<file path="config.mk">
export PLATFORM = sky130hd
export DESIGN_NAME = dot_star_regex_matcher_unit_flat
export DESIGN_NICKNAME = d
export VERILOG_FILES = /design/src/hw/rtl/dsrm_pkg.sv /design/src/hw/rtl/dsrm_if.sv /design/src/hw/rtl/dsrm_token_table.sv /design/src/hw/rtl/dsrm_nfa_core.sv /design/src/hw/rtl/dot_star_regex_matcher_unit.sv /design/src/flat_wrapper.sv
export SDC_FILE = /design/constraint.sdc
export NUM_CORES = 1
export LEC_CHECK = 0
export ABC_AREA = 1
export BUFFER_PORTS_ARGS = -buffer_cell sky130_fd_sc_hd__clkbuf_2
export CAP_MARGIN = 15
export CELL_PAD_IN_SITES_DETAIL_PLACEMENT = 0
export CELL_PAD_IN_SITES_GLOBAL_PLACEMENT = 1
export CORE_MARGIN = 3
export CORE_UTILIZATION = 44
export CTS_CLUSTER_DIAMETER = 40
export DETAILED_ROUTE_END_ITERATION = 10
export PLACE_DENSITY = 0.84
export SLEW_MARGIN = 0
export SYNTH_ARGS = -nofsm -noshare
export SYNTH_HDL_FRONTEND = slang
export SYNTH_HIERARCHICAL = 1
export SYNTH_SLANG_ARGS = --single-unit
</file>
<file path="constraint.sdc">
create_clock -name clock -period 2.2 [get_ports clock]
set_input_delay 0.11 -clock clock [delete_from_list [all_inputs] [get_ports clock]]
set_output_delay 0.11 -clock clock [all_outputs]
set_load 0.01 [all_outputs]
</file>
<file path="src/hw/rtl/dsrm_pkg.sv">
package dsrm_pkg;

   localparam int MAX_TOKENS = 32;
   localparam int POS_COUNT = MAX_TOKENS + 1;
   localparam int COUNT_WIDTH = 6;
   localparam int INDEX_WIDTH = 5;
   localparam int CHAR_WIDTH = 8;
   localparam int KIND_WIDTH = 2;

   localparam logic [CHAR_WIDTH-1:0] CH_DOT = 8'd46;
   localparam logic [COUNT_WIDTH-1:0] COUNT_RESET = 6'd1;

   typedef enum logic [KIND_WIDTH-1:0] {
      KIND_LOAD = 2'd0,
      KIND_TEXT = 2'd1,
      KIND_END  = 2'd2
   } kind_type;

   typedef logic [CHAR_WIDTH-1:0] char_type;
   typedef logic [COUNT_WIDTH-1:0] count_type;
   typedef logic [POS_COUNT-1:0] pos_set_type;

   // command from the request stage into the nfa core
   typedef struct packed {
      logic     step;
      logic     finish;
      char_type text_char;
   } nfa_cmd_type;

endpackage

</file>
<file path="src/hw/rtl/dsrm_if.sv">
interface dsrm_req_if;
   logic                             valid;
   logic                             ready;
   logic [dsrm_pkg::KIND_WIDTH-1:0]  kind;
   logic [dsrm_pkg::INDEX_WIDTH-1:0] token_index;
   logic [dsrm_pkg::CHAR_WIDTH-1:0]  token_char;
   logic                             token_starred;
   logic [dsrm_pkg::CHAR_WIDTH-1:0]  text_char;

   modport source (output valid, kind, token_index, token_char, token_starred, text_char,
                   input ready);
   modport sink (input valid, kind, token_index, token_char, token_starred, text_char,
                 output ready);
endinterface

interface dsrm_rsp_if;
   logic valid;
   logic ready;
   logic matched;

   modport source (output valid, matched, input ready);
   modport sink (input valid, matched, output ready);
endinterface

interface dsrm_csr_if;
   logic                             valid;
   logic                             ready;
   logic [dsrm_pkg::COUNT_WIDTH-1:0] pattern_tokens;

   modport source (output valid, pattern_tokens, input ready);
   modport sink (input valid, pattern_tokens, output ready);
endinterface

</file>
<file path="src/hw/rtl/dsrm_token_table.sv">
module dsrm_token_table (
   input  logic                             clock,
   input  logic                             reset,
   input  logic                             wr_en,
   input  logic [dsrm_pkg::INDEX_WIDTH-1:0] wr_index,
   input  dsrm_pkg::char_type               wr_char,
   input  logic                             wr_starred,
   output dsrm_pkg::char_type               token_bytes [dsrm_pkg::MAX_TOKENS],
   output logic [dsrm_pkg::MAX_TOKENS-1:0]  token_stars
);
   import dsrm_pkg::*;

   char_type                bytes_ff [MAX_TOKENS];
   logic [MAX_TOKENS-1:0]   stars_ff;
   logic                    slot_ok;

   // loads beyond the table are dropped
   assign slot_ok = {1'b0, wr_index} < (INDEX_WIDTH + 1)'(MAX_TOKENS);

   always_ff @(posedge clock) begin
      if (reset) begin
         // star flags start known so the closure carry chain never sees unknowns
         stars_ff <= '0;
      end else begin
         for (int i = 0; i < MAX_TOKENS; i++) begin
            if (wr_en && slot_ok && ({1'b0, wr_index} == (INDEX_WIDTH + 1)'(i))) begin
               bytes_ff[i] <= wr_char;
               stars_ff[i] <= wr_starred;
            end
         end
      end
   end

   assign token_bytes = bytes_ff;
   assign token_stars = stars_ff;

endmodule

</file>
<file path="src/hw/rtl/dsrm_nfa_core.sv">
module dsrm_nfa_core (
   input  logic                            clock,
   input  logic                            reset,
   input  dsrm_pkg::nfa_cmd_type           cmd,
   input  dsrm_pkg::count_type             token_count,
   input  dsrm_pkg::char_type              token_bytes [dsrm_pkg::MAX_TOKENS],
   input  logic [dsrm_pkg::MAX_TOKENS-1:0] token_stars,
   output logic                            match_now
);
   import dsrm_pkg::*;

   pos_set_type           live_ff;
   pos_set_type           live_in;
   count_type             n;
   logic [MAX_TOKENS-1:0] in_use;
   pos_set_type           stars_m;
   pos_set_type           gen;
   pos_set_type           sum;
   pos_set_type           closed;
   logic [MAX_TOKENS-1:0] hit;
   pos_set_type           next_set;

   assign n = (token_count > COUNT_WIDTH'(MAX_TOKENS)) ? COUNT_WIDTH'(MAX_TOKENS) : token_count;

   always_comb begin
      for (int i = 0; i < MAX_TOKENS; i++) begin
         in_use[i] = COUNT_WIDTH'(i) < n;
      end
   end

   // epsilon closure as a carry chain: live bits generate, starred tokens propagate
   assign stars_m = {1'b0, token_stars & in_use};
   assign gen     = live_ff & stars_m;
   assign sum     = stars_m + gen;
   assign closed  = live_ff | (sum ^ stars_m ^ gen);

   always_comb begin
      for (int i = 0; i < MAX_TOKENS; i++) begin
         hit[i] = closed[i] && in_use[i]
                  && ((token_bytes[i] == CH_DOT) || (token_bytes[i] == cmd.text_char));
      end
   end

   // starred hits stay in place, plain hits advance one position
   assign next_set = {1'b0, hit & token_stars} | {hit & ~token_stars, 1'b0};

   assign match_now = closed[n];

   always_comb begin
      live_in = live_ff;
      if (cmd.finish) begin
         live_in = POS_COUNT'(1);
      end else if (cmd.step) begin
         live_in = next_set;
      end
   end

   always_ff @(posedge clock) begin
      if (reset) begin
         live_ff <= POS_COUNT'(1);
      end else begin
         live_ff <= live_in;
      end
   end

endmodule

</file>
<file path="src/hw/rtl/dot_star_regex_matcher_unit.sv">
// channel   direction  fields                                               role
// req_if    in         kind, token_index, token_char, token_starred,        pattern load,
//                      text_char                                            text, end of text
// rsp_if    out        matched                                              one per end of text
// csr_if    in         pattern_tokens                                       token count
//
// one transaction per cycle sustained while no end-of-text request waits on a full output
// register; a request sits in the input register, the nfa update runs while it sits there,
// and a result is registered in the output register.
// the closure is one 33-bit carry chain, so a text byte never iterates.
// reset (synchronous) clears valids and star flags, sets token count to 1 and
// the live set to position 0.
// a full output register holds an end-of-text request in the input register,
// and while it waits req_if takes nothing; load and text requests never wait.
module dot_star_regex_matcher_unit (
   input logic       clock,
   input logic       reset,
   dsrm_req_if.sink  req_if,
   dsrm_rsp_if.source rsp_if,
   dsrm_csr_if.sink  csr_if
);
   import dsrm_pkg::*;

   logic                   in_valid_ff;
   logic [KIND_WIDTH-1:0]  kind_ff;
   logic [INDEX_WIDTH-1:0] token_index_ff;
   char_type               token_char_ff;
   logic                   token_starred_ff;
   char_type               text_char_ff;

   logic                   out_valid_ff;
   logic                   out_valid_in;
   logic                   matched_ff;

   count_type              count_ff;

   logic                   is_load;
   logic                   is_text;
   logic                   is_end;
   logic                   out_free;
   logic                   advance;
   logic                   match_now;
   nfa_cmd_type            cmd;
   char_type               token_bytes [MAX_TOKENS];
   logic [MAX_TOKENS-1:0]  token_stars;

   always_comb begin
      is_load = 1'b0;
      is_text = 1'b0;
      is_end  = 1'b0;
      case (kind_type'(kind_ff))
         KIND_LOAD: is_load = 1'b1;
         KIND_TEXT: is_text = 1'b1;
         KIND_END:  is_end  = 1'b1;
         default:   ;
      endcase
   end

   assign out_free = !out_valid_ff || rsp_if.ready;
   // only an end-of-text transaction needs room in the output register
   assign advance  = in_valid_ff && (!is_end || out_free);
   assign req_if.ready = !in_valid_ff || advance;
   assign csr_if.ready = 1'b1;

   assign cmd.step      = advance && is_text;
   assign cmd.finish    = advance && is_end;
   assign cmd.text_char = text_char_ff;

   dsrm_token_table u_table (
      .clock       (clock),
      .reset       (reset),
      .wr_en       (advance && is_load),
      .wr_index    (token_index_ff),
      .wr_char     (token_char_ff),
      .wr_starred  (token_starred_ff),
      .token_bytes (token_bytes),
      .token_stars (token_stars)
   );

   dsrm_nfa_core u_core (
      .clock       (clock),
      .reset       (reset),
      .cmd         (cmd),
      .token_count (count_ff),
      .token_bytes (token_bytes),
      .token_stars (token_stars),
      .match_now   (match_now)
   );

   always_comb begin
      out_valid_in = out_valid_ff && !rsp_if.ready;
      if (cmd.finish) begin
         out_valid_in = 1'b1;
      end
   end

   always_ff @(posedge clock) begin
      if (reset) begin
         in_valid_ff  <= 1'b0;
         out_valid_ff <= 1'b0;
         count_ff     <= COUNT_RESET;
      end else begin
         if (req_if.ready) begin
            in_valid_ff <= req_if.valid;
         end
         out_valid_ff <= out_valid_in;
         if (csr_if.valid) begin
            count_ff <= csr_if.pattern_tokens;
         end
      end
   end

   always_ff @(posedge clock) begin
      if (req_if.valid && req_if.ready) begin
         kind_ff          <= req_if.kind;
         token_index_ff   <= req_if.token_index;
         token_char_ff    <= req_if.token_char;
         token_starred_ff <= req_if.token_starred;
         text_char_ff     <= req_if.text_char;
      end
      if (cmd.finish) begin
         matched_ff <= match_now;
      end
   end

   assign rsp_if.valid   = out_valid_ff;
   assign rsp_if.matched = matched_ff;

endmodule

</file>
<file path="src/flat_wrapper.sv">
// flat-port wrapper written by rule: the top's interface ports become plain ports
module dot_star_regex_matcher_unit_flat import dsrm_pkg::*;
  (clock, reset, req_if_valid, req_if_kind, req_if_token_index, req_if_token_char, req_if_token_starred, req_if_text_char, req_if_ready, rsp_if_valid, rsp_if_matched, rsp_if_ready, csr_if_valid, csr_if_pattern_tokens, csr_if_ready);
  dsrm_req_if req_if_i ();
  dsrm_rsp_if rsp_if_i ();
  dsrm_csr_if csr_if_i ();
  input logic clock;
  input logic reset;
  input wire logic [$bits(req_if_i.valid)-1:0] req_if_valid;
  input wire logic [$bits(req_if_i.kind)-1:0] req_if_kind;
  input wire logic [$bits(req_if_i.token_index)-1:0] req_if_token_index;
  input wire logic [$bits(req_if_i.token_char)-1:0] req_if_token_char;
  input wire logic [$bits(req_if_i.token_starred)-1:0] req_if_token_starred;
  input wire logic [$bits(req_if_i.text_char)-1:0] req_if_text_char;
  output wire logic [$bits(req_if_i.ready)-1:0] req_if_ready;
  output wire logic [$bits(rsp_if_i.valid)-1:0] rsp_if_valid;
  output wire logic [$bits(rsp_if_i.matched)-1:0] rsp_if_matched;
  input wire logic [$bits(rsp_if_i.ready)-1:0] rsp_if_ready;
  input wire logic [$bits(csr_if_i.valid)-1:0] csr_if_valid;
  input wire logic [$bits(csr_if_i.pattern_tokens)-1:0] csr_if_pattern_tokens;
  output wire logic [$bits(csr_if_i.ready)-1:0] csr_if_ready;
  assign req_if_i.valid = req_if_valid;
  assign req_if_i.kind = req_if_kind;
  assign req_if_i.token_index = req_if_token_index;
  assign req_if_i.token_char = req_if_token_char;
  assign req_if_i.token_starred = req_if_token_starred;
  assign req_if_i.text_char = req_if_text_char;
  assign req_if_ready = req_if_i.ready;
  assign rsp_if_valid = rsp_if_i.valid;
  assign rsp_if_matched = rsp_if_i.matched;
  assign rsp_if_i.ready = rsp_if_ready;
  assign csr_if_i.valid = csr_if_valid;
  assign csr_if_i.pattern_tokens = csr_if_pattern_tokens;
  assign csr_if_ready = csr_if_i.ready;
  dot_star_regex_matcher_unit u_core (.clock(clock), .reset(reset), .req_if(req_if_i), .rsp_if(rsp_if_i), .csr_if(csr_if_i));
endmodule
</file>
==> results_dict.tcl <==
set metrics [dict create \
    status "complete, but fails checks" \
    violations "negative setup slack" \
    p_sw_mw 4.17 \
    p_int_mw 13.6 \
    synthDistinctLibCells 62 \
    ys_async_sr_fraction_pct 0 \
    synth_edf_count 281 \
    fin_crit_sh_pct 121 \
    drv_cap 0 \
    r2r_cells 18 \
    yosys.area.top_type "edfxtp_1" \
    synth_area_leaders "edfxtp_1, nand2_1, dfxtp_1" \
    syn_area_sq_um 19200 \
    setup.worst_path.class "reg2reg" \
    setup_viol 28 \
    mostFrequentLayoutCell "nand2_1" \
    nNetsFinal 2662 \
    post-place-ws_ps -714 \
    vias 17400 \
    grt_pass1_vias 17300 \
    dp_cells 3069 \
    crit_arrival_ps 3190 \
    grt_max_degree 33 \
    rsz0062_at_grt "yes" \
    syn_nets 2248 \
    drtIter0Drc 1628 \
    relSlewSlack_pct 53.4 \
    die_area_sq_um 46200 \
    netlist_instances 2213 \
    start_util_pct 45.2 \
    cts_tree "yes" \
    synth.avg_cell_area_sq_um 8.68 \
    clockBufferDepth 3 \
    holdPathEnd "u_core/token_char_ff[3]" \
    cp_max_fo 7 \
    critPathRequiredTime_ps 2720 \
    hold_viol 0 \
    fin_util_pct 60.6 \
    cts.sink_count 354 \
    ys.flop_type "edfxtp_1" \
    ios 39 \
    portBuffers 37 \
    timing.final.crit_period_ps 2670 \
    final_cells 3245 \
    clk_pin_slew_ps 60 \
    drv_slew 0 \
    fmax_ghz 0.375 \
    ant_nets 0 \
    finalSetupTns_ps -8290 \
    rr_startpoint "u_core/count_ff[5]" \
    core-area_sq_um 42500 \
    holdWs_ps 220 \
    r2r_end "u_core/u_core/live_ff[23]" \
    wl_per_cell_um 19.8 \
    diodes 0 \
    worst_pin_slew_ps 699 \
    synth_top_area_share_pct 43.9 \
    p_clk_share_pct 49.9 \
    most-common-layout-cells "nand2_1, buf_4, inv_1" \
    postRouteWirelength_mm 64.1 \
    root_buffer "clkbuf_16" \
    grtUsageTotal_pct 27.3 \
    vias_per_cell 5.36 \
    swShare_pct 23.5 \
    synth-seq-cells 354 \
    skew_ps 27.0 \
    worstHoldPathType "in2reg" \
    final_cell_area_sq_um 25800 \
    seq_power_share_pct 41.3 \
    powerDensity_nw_per_um2 688 \
    area_growth_pct 34.3 \
    fin_ws_ps -470 \
    peakVddDrop_uv 739 \
    grt_pass1_wl_mm 97.5 \
    rows 75 \
    hp-start "req_if_token_char[3]" \
    cts.htree.levels 2 \
    drive_gt1_share_pct 27.7 \
    antenna_found_initial 0 \
    numCtsBuffers 50 \
    fp.dieH_um 215 \
    ys_warn_count 6 \
    critPathLaunchType "register" \
    place_area_sq_um 22300 \
    gp_congestion 1.01 \
    clk_latency_ps 600 \
    rrSetupSlack_ps -470 \
    ys_seq_area_share_pct 51.6 \
    leakagePower_nw 10.5 \
    grt_overflow 0 \
    fp.dieW_um 215 \
    end_kind "register" \
    dp_hpwl_mm 45.0 \
    combinationalPowerShare_pct 8.7 \
    finalPower_mw 17.7 \
    drc 0 \
    holdPathStages 2 \
    dr.pass1.iters 6 \
]
[worst max-delay path by stage]
stage,from,end,slack [ps],cells after the start
2_1_floorplan,u_core/kind_ff[0],u_core/u_table/token_bytes[160],-150,6
3_3_place_gp,u_core/count_ff[1],u_core/rsp_if.matched,-790,17
3_5_place_dp,u_core/count_ff[1],u_core/rsp_if.matched,-710,17
4_1_cts,u_core/count_ff[5],u_core/rsp_if.matched,-430,18
5_1_grt,u_core/count_ff[5],u_core/rsp_if.matched,-620,21
6_report,u_core/count_ff[5],u_core/u_core/live_ff[23],-470,18
[cells in the mapped netlist (27+ instances only)]
cell type	number
edfxtp_1	281
nand4_1	102
nand2_1	453
or2_2	31
clkbuf_1	34
inv_1	299
xnor2_1	122
a21oi_1	52
dfxtp_1	73
nor3_1	27
nor4_1	52
xor2_1	55
nor2_1	238
nand3_1	164
o21ai_0	38
[timing repair]
item	4_1_cts	5_1_grt
pin swaps	49	46
gates cloned	0	0
resized for setup	170	72
buffers inserted	18	20
hold buffers	45	0
endpoints found under the setup margin	33	40
hold endpoints to repair	32	0
[flip-flops by register name, summed over array words and instances (netlist names)]
| name | flops |
|---|---|
| u_core/token_index_ff | 5 |
| u_core/token_starred_ff | 1 |
| u_core/count_ff | 6 |
| u_core/u_table/token_bytes | 256 |
| u_core/u_core/live_ff | 33 |
| u_core/text_char_ff | 8 |
| u_core/rsp_if.valid | 1 |
| u_core/u_table/token_stars | 32 |
| u_core/kind_ff | 2 |
| u_core/in_valid_ff | 1 |
| u_core/rsp_if.matched | 1 |
| u_core/token_char_ff | 8 |
[power groups by stage]
| stage | clock (mW) | sequential, mW | combinational (mW) |
|---|---|---|---|
| 2_1_floorplan | 0 | 7.49 | 0.677 |
| 3_3_place_gp | 0 | 7.47 | 1.30 |
| 3_5_place_dp | 0 | 7.47 | 1.32 |
| 4_1_cts | 8.99 | 7.33 | 1.48 |
| 5_1_grt | 9.25 | 7.34 | 1.65 |
| 6_report | 8.86 | 7.34 | 1.55 |
[area by class of cell]
class                      count  area [sq um]
clock inverter                34           546
clock buffer                  59          1330
tap                          577           722
sequential                   354          9920
inverter                     315          1210
timing repair buffer         429          3520
multi-input combinational   1477          8550
fill                        3534         16700
[metal layers]
metal  GRT usage, %  vias up  share of wire (%)
li1               -     8238                  -
met1           35.3     8255                 41
met2           46.0      726                 47
met3           3.81      184                7.7
met4           12.0        0                4.6
met5              0        -                  0
[kinds of logic after synthesis]
kind of cell,Yosys count,share of synthesized area [%]
AND/OR/NAND/NOR,1124,26.9
flip-flops,354,51.6
other,1,0.0195
AO/OA/AOI/OAI,175,5.55
XOR/XNOR,177,8.07
buffers and inverters,382,7.86
[critical path: stages (launching register included)]
cell and delay [ps]:
dfxtp_4 370, buf_6 150, nor2_2 150, nand2_2 90, nand2_4 130, nand4_1 210
nor2_2 220, inv_2 90, buf_4 150, nor3_4 170, nand2_2 100, nand2_2 120
nand2_1 70, nand2_2 90, buf_4 120, nand4_1 70, o21ai_1 100, nor2_1 70
a211oi_2 140
(Power assumes the default switching activity.)
